File: config.mk
export PLATFORM = sky130hd
export DESIGN_NAME = voltage_warning_monitor_unit
export DESIGN_NICKNAME = d
export VERILOG_FILES = /design/src/hdl/vwm_pkg.sv /design/src/hdl/voltage_warning_monitor_unit.sv /design/src/hdl/vwm_regs.sv /design/src/hdl/vwm_step.sv
export SDC_FILE = /design/constraint.sdc
export NUM_CORES = 1
export LEC_CHECK = 0
export BUFFER_PORTS_ARGS = -buffer_cell sky130_fd_sc_hd__buf_2
export CORE_MARGIN = 2
export CORE_UTILIZATION = 55
export CTS_CLUSTER_SIZE = 20
export DETAILED_ROUTE_END_ITERATION = 8
export GPL_TIMING_DRIVEN = 0
export HOLD_SLACK_MARGIN = 0.08
export PLACE_DENSITY_LB_ADDON = 0.3
export SYNTH_ARGS = -nofsm -noshare
export SYNTH_HDL_FRONTEND = slang
export SYNTH_SLANG_ARGS = --single-unit
File: constraint.sdc
create_clock -name aclk -period 18.2 [get_ports aclk]
set_input_delay 1.82 -clock aclk [delete_from_list [all_inputs] [get_ports aclk]]
set_output_delay 1.82 -clock aclk [all_outputs]
set_load 0.01 [all_outputs]
File: src/hdl/vwm_pkg.sv
package vwm_pkg;

    // Median window limits and history reset value, in millivolts
    localparam logic [15:0] MV_VALID_MIN  = 16'd10000;
    localparam logic [15:0] MV_VALID_MAX  = 16'd35000;
    localparam logic [15:0] MV_HIST_RESET = 16'd24000;

    // Alarm levels
    localparam logic [1:0] LVL_NORMAL   = 2'd0;
    localparam logic [1:0] LVL_WARNING  = 2'd1;
    localparam logic [1:0] LVL_CRITICAL = 2'd2;

    // Register indexes (byte address = 4 * index)
    localparam int          ADDR_W            = 5;
    localparam logic [2:0]  REG_WARN_LOW      = 3'd0;
    localparam logic [2:0]  REG_WARN_CRITICAL = 3'd1;
    localparam logic [2:0]  REG_HYSTERESIS    = 3'd2;
    localparam logic [2:0]  REG_SENSOR_TMO    = 3'd3;
    localparam logic [2:0]  REG_WARN_BLINK    = 3'd4;
    localparam logic [2:0]  REG_CRIT_BLINK    = 3'd5;
    localparam logic [2:0]  REG_DEBOUNCE      = 3'd6;

    // Register reset values
    localparam logic [15:0] RST_WARN_LOW      = 16'd22000;
    localparam logic [15:0] RST_WARN_CRITICAL = 16'd21000;
    localparam logic [15:0] RST_HYSTERESIS    = 16'd500;
    localparam logic [31:0] RST_SENSOR_TMO    = 32'd1000;
    localparam logic [15:0] RST_WARN_BLINK    = 16'd500;
    localparam logic [15:0] RST_CRIT_BLINK    = 16'd150;
    localparam logic [15:0] RST_DEBOUNCE      = 16'd100;

    typedef struct packed {
        logic [15:0] warn_low_mv;
        logic [15:0] warn_critical_mv;
        logic [15:0] hysteresis_mv;
        logic [31:0] sensor_timeout_ms;
        logic [15:0] warn_blink_ms;
        logic [15:0] crit_blink_ms;
        logic [15:0] debounce_ms;
    } vwm_cfg_t;

    typedef struct packed {
        logic [1:0] alarm_level;
        logic       buzzer;
        logic       warn_relay;
        logic       fault_raise;
    } vwm_result_t;

    // Median of three unsigned samples
    function automatic logic [15:0] median3(input logic [15:0] a,
                                            input logic [15:0] b,
                                            input logic [15:0] c);
        logic [15:0] lo_ab;
        logic [15:0] hi_ab;
        logic [15:0] lo_hc;
        lo_ab = (a < b) ? a : b;
        hi_ab = (a > b) ? a : b;
        lo_hc = (hi_ab < c) ? hi_ab : c;
        return (lo_ab > lo_hc) ? lo_ab : lo_hc;
    endfunction

endpackage

File: src/hdl/voltage_warning_monitor_unit.sv
// Supply undervoltage monitor with median-of-three filter and alarm levels.
// Input requests (s_time_ms, s_voltage_mv, s_sensor_update_ms) enter on a
// valid/ready channel; each one yields exactly one result request
// (m_alarm_level, m_buzzer, m_warn_relay, m_fault_raise) on the m_ channel.
// Thresholds, timeout, blink periods and debounce time are set through the
// APB port at byte address 4*index; write them only while the block is idle.
// A request accepted into the input register passes through the step logic
// into the result register as soon as that register is free to load.
// Throughput: one request per cycle unless m_ready stalls the output; the
// median, fail-safe, hysteresis, debounce and blink logic is one combinational
// pass between the input and result registers, with state committed as a result loads.
// When m_ready is low the result register holds, the input register holds
// the next request, and s_ready drops only when both are full.
// Reset (aresetn low, synchronous) restores register defaults, fills the
// sample history with 24000 mV, sets level normal and empties both stages.
module voltage_warning_monitor_unit
    import vwm_pkg::*;
(
    input  logic              aclk,
    input  logic              aresetn,
    input  logic              s_valid,
    output logic              s_ready,
    input  logic [31:0]       s_time_ms,
    input  logic [15:0]       s_voltage_mv,
    input  logic [31:0]       s_sensor_update_ms,
    output logic              m_valid,
    input  logic              m_ready,
    output logic [1:0]        m_alarm_level,
    output logic              m_buzzer,
    output logic              m_warn_relay,
    output logic              m_fault_raise,
    input  logic              psel,
    input  logic              penable,
    input  logic              pwrite,
    input  logic [ADDR_W-1:0] paddr,
    input  logic [31:0]       pwdata,
    output logic [31:0]       prdata,
    output logic              pready
);

    vwm_cfg_t    cfg;
    vwm_result_t step_res;
    vwm_result_t res_reg;
    logic        in_vld_reg;
    logic        out_vld_reg;
    logic [31:0] time_reg;
    logic [15:0] mv_reg;
    logic [31:0] upd_reg;
    logic        advance;

    assign advance = in_vld_reg && (!out_vld_reg || m_ready);
    assign s_ready = !in_vld_reg || advance;

    vwm_regs u_regs (
        .aclk    (aclk),
        .aresetn (aresetn),
        .psel    (psel),
        .penable (penable),
        .pwrite  (pwrite),
        .paddr   (paddr),
        .pwdata  (pwdata),
        .prdata  (prdata),
        .pready  (pready),
        .cfg     (cfg)
    );

    vwm_step u_step (
        .aclk             (aclk),
        .aresetn          (aresetn),
        .commit           (advance),
        .time_ms          (time_reg),
        .voltage_mv       (mv_reg),
        .sensor_update_ms (upd_reg),
        .cfg              (cfg),
        .result           (step_res)
    );

    // Input register: load on accept, drop when passed on
    always_ff @(posedge aclk) begin
        if (!aresetn) begin
            in_vld_reg <= 1'b0;
        end else if (s_valid && s_ready) begin
            in_vld_reg <= 1'b1;
        end else if (advance) begin
            in_vld_reg <= 1'b0;
        end
    end

    always_ff @(posedge aclk) begin
        if (s_valid && s_ready) begin
            time_reg <= s_time_ms;
            mv_reg   <= s_voltage_mv;
            upd_reg  <= s_sensor_update_ms;
        end
    end

    // Result register: hold while stalled
    always_ff @(posedge aclk) begin
        if (!aresetn) begin
            out_vld_reg <= 1'b0;
        end else if (advance) begin
            out_vld_reg <= 1'b1;
        end else if (m_ready) begin
            out_vld_reg <= 1'b0;
        end
    end

    always_ff @(posedge aclk) begin
        if (advance) begin
            res_reg <= step_res;
        end
    end

    assign m_valid       = out_vld_reg;
    assign m_alarm_level = res_reg.alarm_level;
    assign m_buzzer      = res_reg.buzzer;
    assign m_warn_relay  = res_reg.warn_relay;
    assign m_fault_raise = res_reg.fault_raise;

endmodule

File: src/hdl/vwm_regs.sv
module vwm_regs
    import vwm_pkg::*;
(
    input  logic              aclk,
    input  logic              aresetn,
    input  logic              psel,
    input  logic              penable,
    input  logic              pwrite,
    input  logic [ADDR_W-1:0] paddr,
    input  logic [31:0]       pwdata,
    output logic [31:0]       prdata,
    output logic              pready,
    output vwm_cfg_t          cfg
);

    vwm_cfg_t   cfg_reg;
    logic       wr_en;
    logic [2:0] reg_idx;

    assign pready  = 1'b1;
    assign wr_en   = psel && penable && pwrite;
    assign reg_idx = paddr[ADDR_W-1:2];
    assign cfg     = cfg_reg;

    // Write registers on the access phase of a write request
    always_ff @(posedge aclk) begin
        if (!aresetn) begin
            cfg_reg.warn_low_mv       <= RST_WARN_LOW;
            cfg_reg.warn_critical_mv  <= RST_WARN_CRITICAL;
            cfg_reg.hysteresis_mv     <= RST_HYSTERESIS;
            cfg_reg.sensor_timeout_ms <= RST_SENSOR_TMO;
            cfg_reg.warn_blink_ms     <= RST_WARN_BLINK;
            cfg_reg.crit_blink_ms     <= RST_CRIT_BLINK;
            cfg_reg.debounce_ms       <= RST_DEBOUNCE;
        end else if (wr_en) begin
            case (reg_idx)
                REG_WARN_LOW:      cfg_reg.warn_low_mv       <= pwdata[15:0];
                REG_WARN_CRITICAL: cfg_reg.warn_critical_mv  <= pwdata[15:0];
                REG_HYSTERESIS:    cfg_reg.hysteresis_mv     <= pwdata[15:0];
                REG_SENSOR_TMO:    cfg_reg.sensor_timeout_ms <= pwdata;
                REG_WARN_BLINK:    cfg_reg.warn_blink_ms     <= pwdata[15:0];
                REG_CRIT_BLINK:    cfg_reg.crit_blink_ms     <= pwdata[15:0];
                REG_DEBOUNCE:      cfg_reg.debounce_ms       <= pwdata[15:0];
                default: ;
            endcase
        end
    end

    // Read back
    always_comb begin
        case (reg_idx)
            REG_WARN_LOW:      prdata = {16'd0, cfg_reg.warn_low_mv};
            REG_WARN_CRITICAL: prdata = {16'd0, cfg_reg.warn_critical_mv};
            REG_HYSTERESIS:    prdata = {16'd0, cfg_reg.hysteresis_mv};
            REG_SENSOR_TMO:    prdata = cfg_reg.sensor_timeout_ms;
            REG_WARN_BLINK:    prdata = {16'd0, cfg_reg.warn_blink_ms};
            REG_CRIT_BLINK:    prdata = {16'd0, cfg_reg.crit_blink_ms};
            REG_DEBOUNCE:      prdata = {16'd0, cfg_reg.debounce_ms};
            default:           prdata = 32'd0;
        endcase
    end

endmodule

File: src/hdl/vwm_step.sv
module vwm_step
    import vwm_pkg::*;
(
    input  logic        aclk,
    input  logic        aresetn,
    input  logic        commit,
    input  logic [31:0] time_ms,
    input  logic [15:0] voltage_mv,
    input  logic [31:0] sensor_update_ms,
    input  vwm_cfg_t    cfg,
    output vwm_result_t result
);

    // Two most recent samples; the oldest one drops out on each request
    logic [15:0] hist_mid_reg;
    logic [15:0] hist_new_reg;
    logic [1:0]  level_reg,         level_next;
    logic [31:0] last_toggle_reg,   last_toggle_next;
    logic        phase_reg,         phase_next;
    logic [31:0] change_start_reg,  change_start_next;
    logic        pending_reg,       pending_next;

    logic [15:0] med;
    logic [31:0] sensor_age;
    logic        fault;
    logic [16:0] up_low;
    logic [16:0] up_crit;
    logic [1:0]  proposal;
    logic [1:0]  level_deb;
    logic [31:0] toggle_deb;
    logic        phase_deb;
    logic [15:0] period;
    logic        blink_due;

    assign med        = median3(hist_mid_reg, hist_new_reg, voltage_mv);
    assign sensor_age = time_ms - sensor_update_ms;
    assign fault      = (med < MV_VALID_MIN) || (med > MV_VALID_MAX)
                        || (sensor_age > cfg.sensor_timeout_ms);
    assign up_low     = {1'b0, cfg.warn_low_mv} + {1'b0, cfg.hysteresis_mv};
    assign up_crit    = {1'b0, cfg.warn_critical_mv} + {1'b0, cfg.hysteresis_mv};

    // Propose the next level from the hysteresis thresholds
    always_comb begin
        proposal = level_reg;
        case (level_reg)
            LVL_NORMAL: begin
                if (med < cfg.warn_low_mv) proposal = LVL_WARNING;
            end
            LVL_WARNING: begin
                if (med < cfg.warn_critical_mv) proposal = LVL_CRITICAL;
                else if ({1'b0, med} > up_low) proposal = LVL_NORMAL;
            end
            LVL_CRITICAL: begin
                if ({1'b0, med} > up_crit) proposal = LVL_WARNING;
            end
            default: proposal = level_reg;
        endcase
    end

    // Debounce the proposal, then run the buzzer blink
    always_comb begin
        level_deb         = level_reg;
        toggle_deb        = last_toggle_reg;
        phase_deb         = phase_reg;
        pending_next      = pending_reg;
        change_start_next = change_start_reg;
        if (proposal != level_reg) begin
            if (!pending_reg) begin
                pending_next      = 1'b1;
                change_start_next = time_ms;
            end else if ((time_ms - change_start_reg) > {16'd0, cfg.debounce_ms}) begin
                level_deb    = proposal;
                toggle_deb   = time_ms;
                phase_deb    = 1'b0;
                pending_next = 1'b0;
            end
        end else begin
            pending_next = 1'b0;
        end

        period    = (level_deb == LVL_WARNING) ? cfg.warn_blink_ms : cfg.crit_blink_ms;
        blink_due = (level_deb != LVL_NORMAL)
                    && ((time_ms - toggle_deb) >= {16'd0, period});

        level_next       = level_deb;
        last_toggle_next = blink_due ? time_ms : toggle_deb;
        phase_next       = blink_due ? ~phase_deb : phase_deb;

        result.fault_raise = 1'b0;
        result.alarm_level = level_deb;
        result.buzzer      = (level_deb != LVL_NORMAL) && phase_next;
        result.warn_relay  = (level_deb != LVL_NORMAL);

        // Fail-safe: force critical, leave debounce and blink state alone
        if (fault) begin
            level_next         = LVL_CRITICAL;
            last_toggle_next   = last_toggle_reg;
            phase_next         = phase_reg;
            pending_next       = pending_reg;
            change_start_next  = change_start_reg;
            result.alarm_level = LVL_CRITICAL;
            result.buzzer      = 1'b1;
            result.warn_relay  = 1'b1;
            result.fault_raise = 1'b1;
        end
    end

    // Commit state once per request
    always_ff @(posedge aclk) begin
        if (!aresetn) begin
            hist_mid_reg     <= MV_HIST_RESET;
            hist_new_reg     <= MV_HIST_RESET;
            level_reg        <= LVL_NORMAL;
            last_toggle_reg  <= 32'd0;
            phase_reg        <= 1'b0;
            change_start_reg <= 32'd0;
            pending_reg      <= 1'b0;
        end else if (commit) begin
            hist_mid_reg     <= hist_new_reg;
            hist_new_reg     <= voltage_mv;
            level_reg        <= level_next;
            last_toggle_reg  <= last_toggle_next;
            phase_reg        <= phase_next;
            change_start_reg <= change_start_next;
            pending_reg      <= pending_next;
        end
    end

endmodule

==> results.sh, run 1 <==
export IMPL_final_setup_worst_slack_ns=0.941
export IMPL_cts_sinks=315
export IMPL_cts_tree="yes"
export IMPL_yosysUniqueCellTypes=92
export IMPL_coreArea_um2=43200
export IMPL_io_buffer_count=158
export IMPL_outcome="finished, final reports clean"
export IMPL_grt_pass1_wl_mm=120
export IMPL_ys_ff_latch=315
export IMPL_arrival_ns=17.50
export IMPL_netlist_instances=2897
export IMPL_dieArea_um2=45600
export IMPL_hp_class="reg -> reg"
export IMPL_worst_slew_pin_slew_ns=1.36
export IMPL_critPathMaxStageDelay_ns=0.49
export IMPL_wl_mm=79.4
export IMPL_grt_max_degree=60
export IMPL_timing_fmax_ghz=0.0579
export IMPL_via_per_inst=6.11
export IMPL_path_clk_slew_ns=0.06
export IMPL_synth_ff_type="dfxtp_1"
export IMPL_grt_pass1_vias=21202
export IMPL_setup_viol=0
export IMPL_firstDrtPassIters=5
export IMPL_area_growth_pct=13.0
export IMPL_vias=22693
export IMPL_finalClockSkew_ns=0.0162
export IMPL_syn_area_um2=24100
export IMPL_htree_levels=2
export IMPL_initialDrtViolationCount=2205
export IMPL_worst_path_buf_inv=10
export IMPL_yosysSeqAreaShare_pct=29.6
export IMPL_ant_nets=0
export IMPL_die_x_um=214
export IMPL_syn_area_per_cell_um2=8.33
export IMPL_clk_path_buf_depth=3
export IMPL_start_util_pct=55.9
export IMPL_maxCapViolCount=0
export IMPL_p_leak_nw=11.8
export IMPL_wl_per_cell_um=21.4
export IMPL_final_nets=3519
export IMPL_ir_worst_vdd_mv=0.0824
export IMPL_clockRootBuffer="clkbuf_16"
export IMPL_cpMostUsedCell="ha_1"
export IMPL_path_class="reg -> reg"
export IMPL_die_h_um=214
export IMPL_overflow=0
export IMPL_critPathTopFamily="compound AO/OA/AOI/OAI gates"
export IMPL_slew_limit_headroom_pct=8.58
export IMPL_final_min_clock_period_ns=17.26
export IMPL_drive_gt1_share_pct=11.3
export IMPL_io_pins=164
export IMPL_fp_row_count=76
export IMPL_grt_usage_pct=34.3
export IMPL_power_density_nw_per_um2=100
export IMPL_cp_end_kind="register"
export IMPL_final_hold_viol_count=0
export IMPL_drc=0
export IMPL_cp_slowest_cell="a2111o_1"
export IMPL_place_ws_ns=-2.84
export IMPL_async_reset_ff_share_pct=0
export IMPL_yosysWarnings=0
export IMPL_syn_num_nets=3316
export IMPL_worstSetupStartpointType="register"
export IMPL_cts_buffers=38
export IMPL_clk_latency_ns=0.56
export IMPL_post_dp_hpwl_mm=62.7
export IMPL_crit_required_ns=18.44
export IMPL_report_final_slew_viol_count=0
export IMPL_largest_reg_flops=128
export IMPL_period_share_pct=94.8
export IMPL_antenna_found_initial=1
export IMPL_synth_edf_count=85
export IMPL_place_gp_congestion=0.978
export IMPL_total_power_mw=2.73
export IMPL_cp_max_fo=19
-- logic make-up (layout without fill, tap and decap cells) --
kind of cell | count (synthesis) | after routing | share of synthesized area [%]
AOI/OAI and AO/OA | 749 | 749 | 21.0
other | 1 | 4 | 0.0155
DFF | 315 | 315 | 29.6
muxes | 160 | 160 | 7.26
and+or+nand+nor | 934 | 934 | 17.7
xor gates and xnor gates | 93 | 93 | 3.37
buffers and inverters | 350 | 580 | 5.57
adders and majority gates | 295 | 295 | 15.4
-- worst min-delay path: stages (launching register included) --
cell	delay [ns]
dfxtp_1	0.31
nand2_1	0.05
mux2i_1	0.05
-- repair_timing --
| action | 4_1_cts | 5_1_grt |
|---|---|---|
| hold buffers | 0 | 0 |
| buffers inserted | 2 | 4 |
| gates resized for setup | 53 | 43 |
| setup endpoints to repair | 34 | 34 |
| pin swaps | 2 | 6 |
-- cell usage in the layout, fill, tap and decap left out, drive strengths merged, types with 15 or more instances in the layout --
master  instances
nand3          65
nand2b         27
nor2b          63
o211ai         51
and2           15
a31oi          16
dfxtp         230
clkbuf        136
o21a           23
mux2           21
buf           181
nand2         491
nand4          36
a21boi        119
or3            17
o22ai          15
o21ai         138
o21bai         28
ha            290
xnor2          62
nor2          124
mux2i         129
nor3           37
a21oi         155
a21o           83
inv           247
edfxtp         85
xor2           31
-- routing by layer --
layer  vias up  wire length (um)  global-route usage, %
met2       991             34400                   52.9
met4         0              3290                   13.2
met5         -                 0                      0
li1      10713                 -                      -
met1     10820             35100                   47.9
met3       169              6640                   6.11
-- metrics by stage --
stage | area [um^2] | cells | hold WS [ns] | utilization (%) | setup TNS, ns
3_5_place_dp | 25700 | 3641 | 0.447 | 59.5 | -95.03
3_3_place_gp | 25700 | 3640 | 0.443 | 59.4 | -80.67
4_1_cts | 27100 | 3710 | 0.459 | 62.8 | 0
5_1_grt | 27300 | 3713 | 0.480 | 63.2 | -0.0331
6_report | 27300 | 3715 | 0.460 | 63.2 | 0
2_1_floorplan | 24100 | 2897 | 0.434 | - | 0
-- area by class of cell --
type,count,area [um^2]
multi-input cells,2232,15900
fillers,3832,15900
flip-flops and latches,315,7160
clock buffers,48,1070
inverters,244,916
repair buffers,165,863
well taps,585,732
plain buffers,104,444
clock inverters,19,170
diodes,3,7.51
-- worst paths after layout --
path | cells after the start | slack (ns) | start | endpoint
max | 75 | 0.94 | u_step.hist_new_reg[13] | m_buzzer
min | 2 | 0.46 | u_step.last_toggle_reg[3] | u_step.last_toggle_reg[3]
max reg2reg | 75 | 0.94 | u_step.hist_new_reg[13] | m_buzzer
min reg2reg | 2 | 0.46 | u_step.last_toggle_reg[3] | u_step.last_toggle_reg[3]
-- where the power goes --
| part | leakage, nW | total [mW] | internal, mW | switching [mW] |
|---|---|---|---|---|
| Combinational | 8.49 | 1.18 | 0.455 | 0.730 |
| Sequential | 2.69 | 0.776 | 0.750 | 0.0260 |
| Clock | 0.619 | 0.774 | 0.447 | 0.327 |
| Total | 11.8 | 2.73 | 1.65 | 1.08 |
-- synth_stat cells, types with 6 or more instances --
cell type	n	area, um^2
a21oi_1	154	771
nor3_1	36	180
or3_1	15	93.8
and3_1	12	75.1
nand2b_1	27	169
nand2_1	491	1840
nand4_1	36	225
xor2_1	31	272
mux2i_1	129	1290
dfxtp_1	230	4600
xnor2_1	62	543
o21a_1	23	173
o211ai_1	51	383
ha_1	290	3630
and2_1	14	87.6
nand3b_1	6	45.0
o31ai_1	11	82.6
inv_1	244	916
mux4_2	10	225
a21o_1	83	623
edfxtp_1	85	2550
o22ai_1	15	93.8
a2111oi_0	7	61.3
mux2_2	21	236
o31a_1	7	61.3
nor2_1	124	465
or2_2	13	81.3
a31oi_1	15	93.8
o21bai_1	28	210
a21boi_0	116	871
nor2b_1	63	394
a22oi_1	9	67.6
and4_1	8	70.1
nand3_1	65	325
a31o_2	9	78.8
o21ai_0	132	661
buf_1	9	33.8
a211oi_1	12	90.1
clkbuf_1	92	345
nor4_1	9	56.3
Note: power is estimated with default switching activity, not from simulation.
==> run 2: changes to the inputs <==
--- a/config.mk
+++ b/config.mk
@@ -6,6 +6,7 @@
 export NUM_CORES = 1
 export LEC_CHECK = 0
 export BUFFER_PORTS_ARGS = -buffer_cell sky130_fd_sc_hd__buf_2
+export CORE_ASPECT_RATIO = 1.1
 export CORE_MARGIN = 2
 export CORE_UTILIZATION = 55
 export CTS_CLUSTER_SIZE = 20
==> run 2 against run 1 <==
  * Combinational power barely moved
  * Sequential power hardly changed
  * Count of clock-buffer cells in the layout is 1 lower
  * Sequential share of layout area hardly changed
  * Utilization fell by 0.29 points
  * Clock skew increased by 0.0080 ns
  * Sequential cell count unchanged
  * Clock power decreased by 1%
  * Non-clock buffer count is 9 higher
  * Design area about the same
  * Global-route usage shrank 0.46 points
  * Die area about the same
  * Critical endpoint is now u_step.last_toggle_reg[27]
==> results.sh, run 2 (synthesized netlist as in run 1, its figures left out) <==
export IMPL_outcome="finished, final reports clean"
export IMPL_cp_end_kind="register"
export IMPL_place_gp_congestion=1.00
export IMPL_total_power_mw=2.74
export IMPL_cp_startpoint="u_step.hist_new_reg[8]"
export IMPL_setup_viol=0
export IMPL_report_final_slew_viol_count=0
export IMPL_r2r_start="u_step.hist_new_reg[8]"
export IMPL_final_cell_mix="491 x nand2_1, 290 x ha_1, 244 x inv_1, 230 x dfxtp_1, 159 x buf_2"
export IMPL_post_dp_hpwl_mm=62.4
export IMPL_arrival_ns=17.69
export IMPL_vias=22269
export IMPL_p_comb_share_pct=43.9
export IMPL_crit_required_ns=18.68
export IMPL_r2r_cells=71
export IMPL_finalClockSkew_ns=0.0242
export IMPL_fin_setup_tns_ns=0
export IMPL_r2r_end="u_step.last_toggle_reg[27]"
export IMPL_cts_tree="yes"
export IMPL_grt_pass1_vias=22425
export IMPL_maxCapViolCount=0
export IMPL_largest_reg_flops=128
export IMPL_intPower_mw=1.66
export IMPL_coreArea_um2=43300
export IMPL_die_h_um=224
export IMPL_drive_gt1_share_pct=11.3
export IMPL_ant_nets=0
export IMPL_cts_sinks=315
export IMPL_power_net_switching_mw=1.08
export IMPL_fillers=3737
export IMPL_dieArea_um2=45600
export IMPL_cts_buffers=37
export IMPL_antenna_cells=0
export IMPL_wl_mm=77.7
export IMPL_power_share_sequential_pct=28.3
export IMPL_hp_class="reg -> reg"
export IMPL_rrSetupSlack_ns=1.0
export IMPL_final_common_cell="nand2_1"
export IMPL_clockRootBuffer="clkbuf_16"
export IMPL_fp_row_count=80
export IMPL_p_sw_share_pct=39.3
export IMPL_worstSetupStartpointType="register"
export IMPL_clk_latency_ns=0.58
export IMPL_grt_usage_pct=33.9
export IMPL_path_class="reg -> reg"
export IMPL_via_per_inst=6.00
export IMPL_period_share_pct=94.5
export IMPL_p_leak_nw=11.8
export IMPL_final_nets=3527
export IMPL_die_x_um=204
export IMPL_io_pins=164
export IMPL_cp_slowest_cell="o21ai_1"
export IMPL_cpMostUsedCell="ha_1"
export IMPL_path_clk_slew_ns=0.06
export IMPL_antenna_found_initial=1
export IMPL_power_density_nw_per_um2=101
export IMPL_clk_path_buf_depth=3
export IMPL_drc=0
export IMPL_min_from="u_step.last_toggle_reg[1]"
export IMPL_wl_per_cell_um=21.0
export IMPL_min_to="u_step.last_toggle_reg[1]"
export IMPL_final_min_clock_period_ns=17.20
export IMPL_grt_max_degree=65
export IMPL_io_buffer_count=158
export IMPL_power_share_clock_pct=27.9
export IMPL_holdPathStages=2
export IMPL_worst_slew_pin_slew_ns=1.16
export IMPL_final_hold_viol_count=0
export IMPL_initialDrtViolationCount=1647
export IMPL_start_util_pct=55.7
export IMPL_ir_worst_vdd_mv=0.0981
export IMPL_area_growth_pct=13.0
export IMPL_firstDrtPassIters=7
export IMPL_critPathMaxStageDelay_ns=0.70
export IMPL_htree_levels=2
export IMPL_grt_pass1_wl_mm=120
export IMPL_overflow=0
export IMPL_cp_max_fo=10
export IMPL_timing_fmax_ghz=0.0581
export IMPL_slew_limit_headroom_pct=21.4
run 2: cell types whose count changed in the layout (fill, tap and decap cells not counted), moves of 2 or more:
cell / previous run / this run
buf_4: 8 / 16
clkbuf_1: 83 / 89
clkbuf_8: 6 / 2
clkinv_2: 8 / 5
diode_2: 3 / 0
o21ai_1: 10 / 13
a2111oi_4: 3 / 1
clkbuf_2: 6 / 4
clkinv_1: 1 / 3
clkinv_8: 0 / 2
o21ai_0: 112 / 110
run 2: what timing repair did:
| action | 4_1_cts | 5_1_grt |
|---|---|---|
| resized for setup | 55 | 36 |
| setup buffers | 3 | 11 |
| setup endpoints to repair | 34 | 34 |
| hold buffers | 0 | 0 |
| pin swaps | 2 | 10 |
run 2: layer usage:
metal	wire length (um)	track usage, %
met3	4440	4.16
met2	37700	59.1
met4	4770	19.9
met5	10	0
met1	30800	39.8
run 2: critical path: cells and delay by family (launching register included):
family,cells,cell delay (ns)
fa+ha+maj,6,1.97
buf+inv,12,2.56
simple gates,14,2.61
xor+xnor,1,0.19
compound gates,37,9.22
mux,1,0.19
flops,1,0.35
run 2: how the worst max path moves through the flow:
stage	endpoint	slack, ns	cells after the start
6_report	u_step.last_toggle_reg[27]	1.0	71
5_1_grt	u_step.last_toggle_reg[26]	-0.04	78
4_1_cts	u_step.last_toggle_reg[27]	0.008	78
3_5_place_dp	u_step.last_toggle_reg[27]	-3.08	71
3_3_place_gp	u_step.last_toggle_reg[21]	-2.96	72
2_1_floorplan	u_step.last_toggle_reg[10]	3.34	73
run 2: power by group through the flow:
stage | clock network (mW) | logic (mW) | registers, mW
after global placement | 0 | 1.04 | 0.789
final | 0.765 | 1.20 | 0.775
after global routing | 0.799 | 1.32 | 0.777
after detailed placement | 0 | 1.07 | 0.789
after CTS | 0.773 | 1.13 | 0.774
after floorplan | 0 | 0.758 | 0.781
run 2: through the flow:
step	hold slack (ns)	instance area, um^2	setup slack [ns]	instances	utilization [%]
floorplan	0.434	24100	3.34	2897	-
global placement	0.443	25600	-2.96	3629	59.2
detailed placement	0.448	25700	-3.08	3630	59.2
CTS	0.457	27100	0.00815	3701	62.5
global route	0.481	27300	-0.0368	3711	62.9
finish	0.458	27300	0.999	3711	62.9
run 2: cell type report:
class | count | area [um^2] | area share [%]
flip-flops and latches | 315 | 7160 | 26.2
well taps | 574 | 718 | 2.63
repair buffers | 173 | 923 | 3.39
inverters | 244 | 916 | 3.36
clock inverters | 21 | 223 | 0.817
plain buffers | 105 | 449 | 1.65
multi-input cells | 2232 | 15900 | 58.2
clock buffers | 47 | 1000 | 3.68
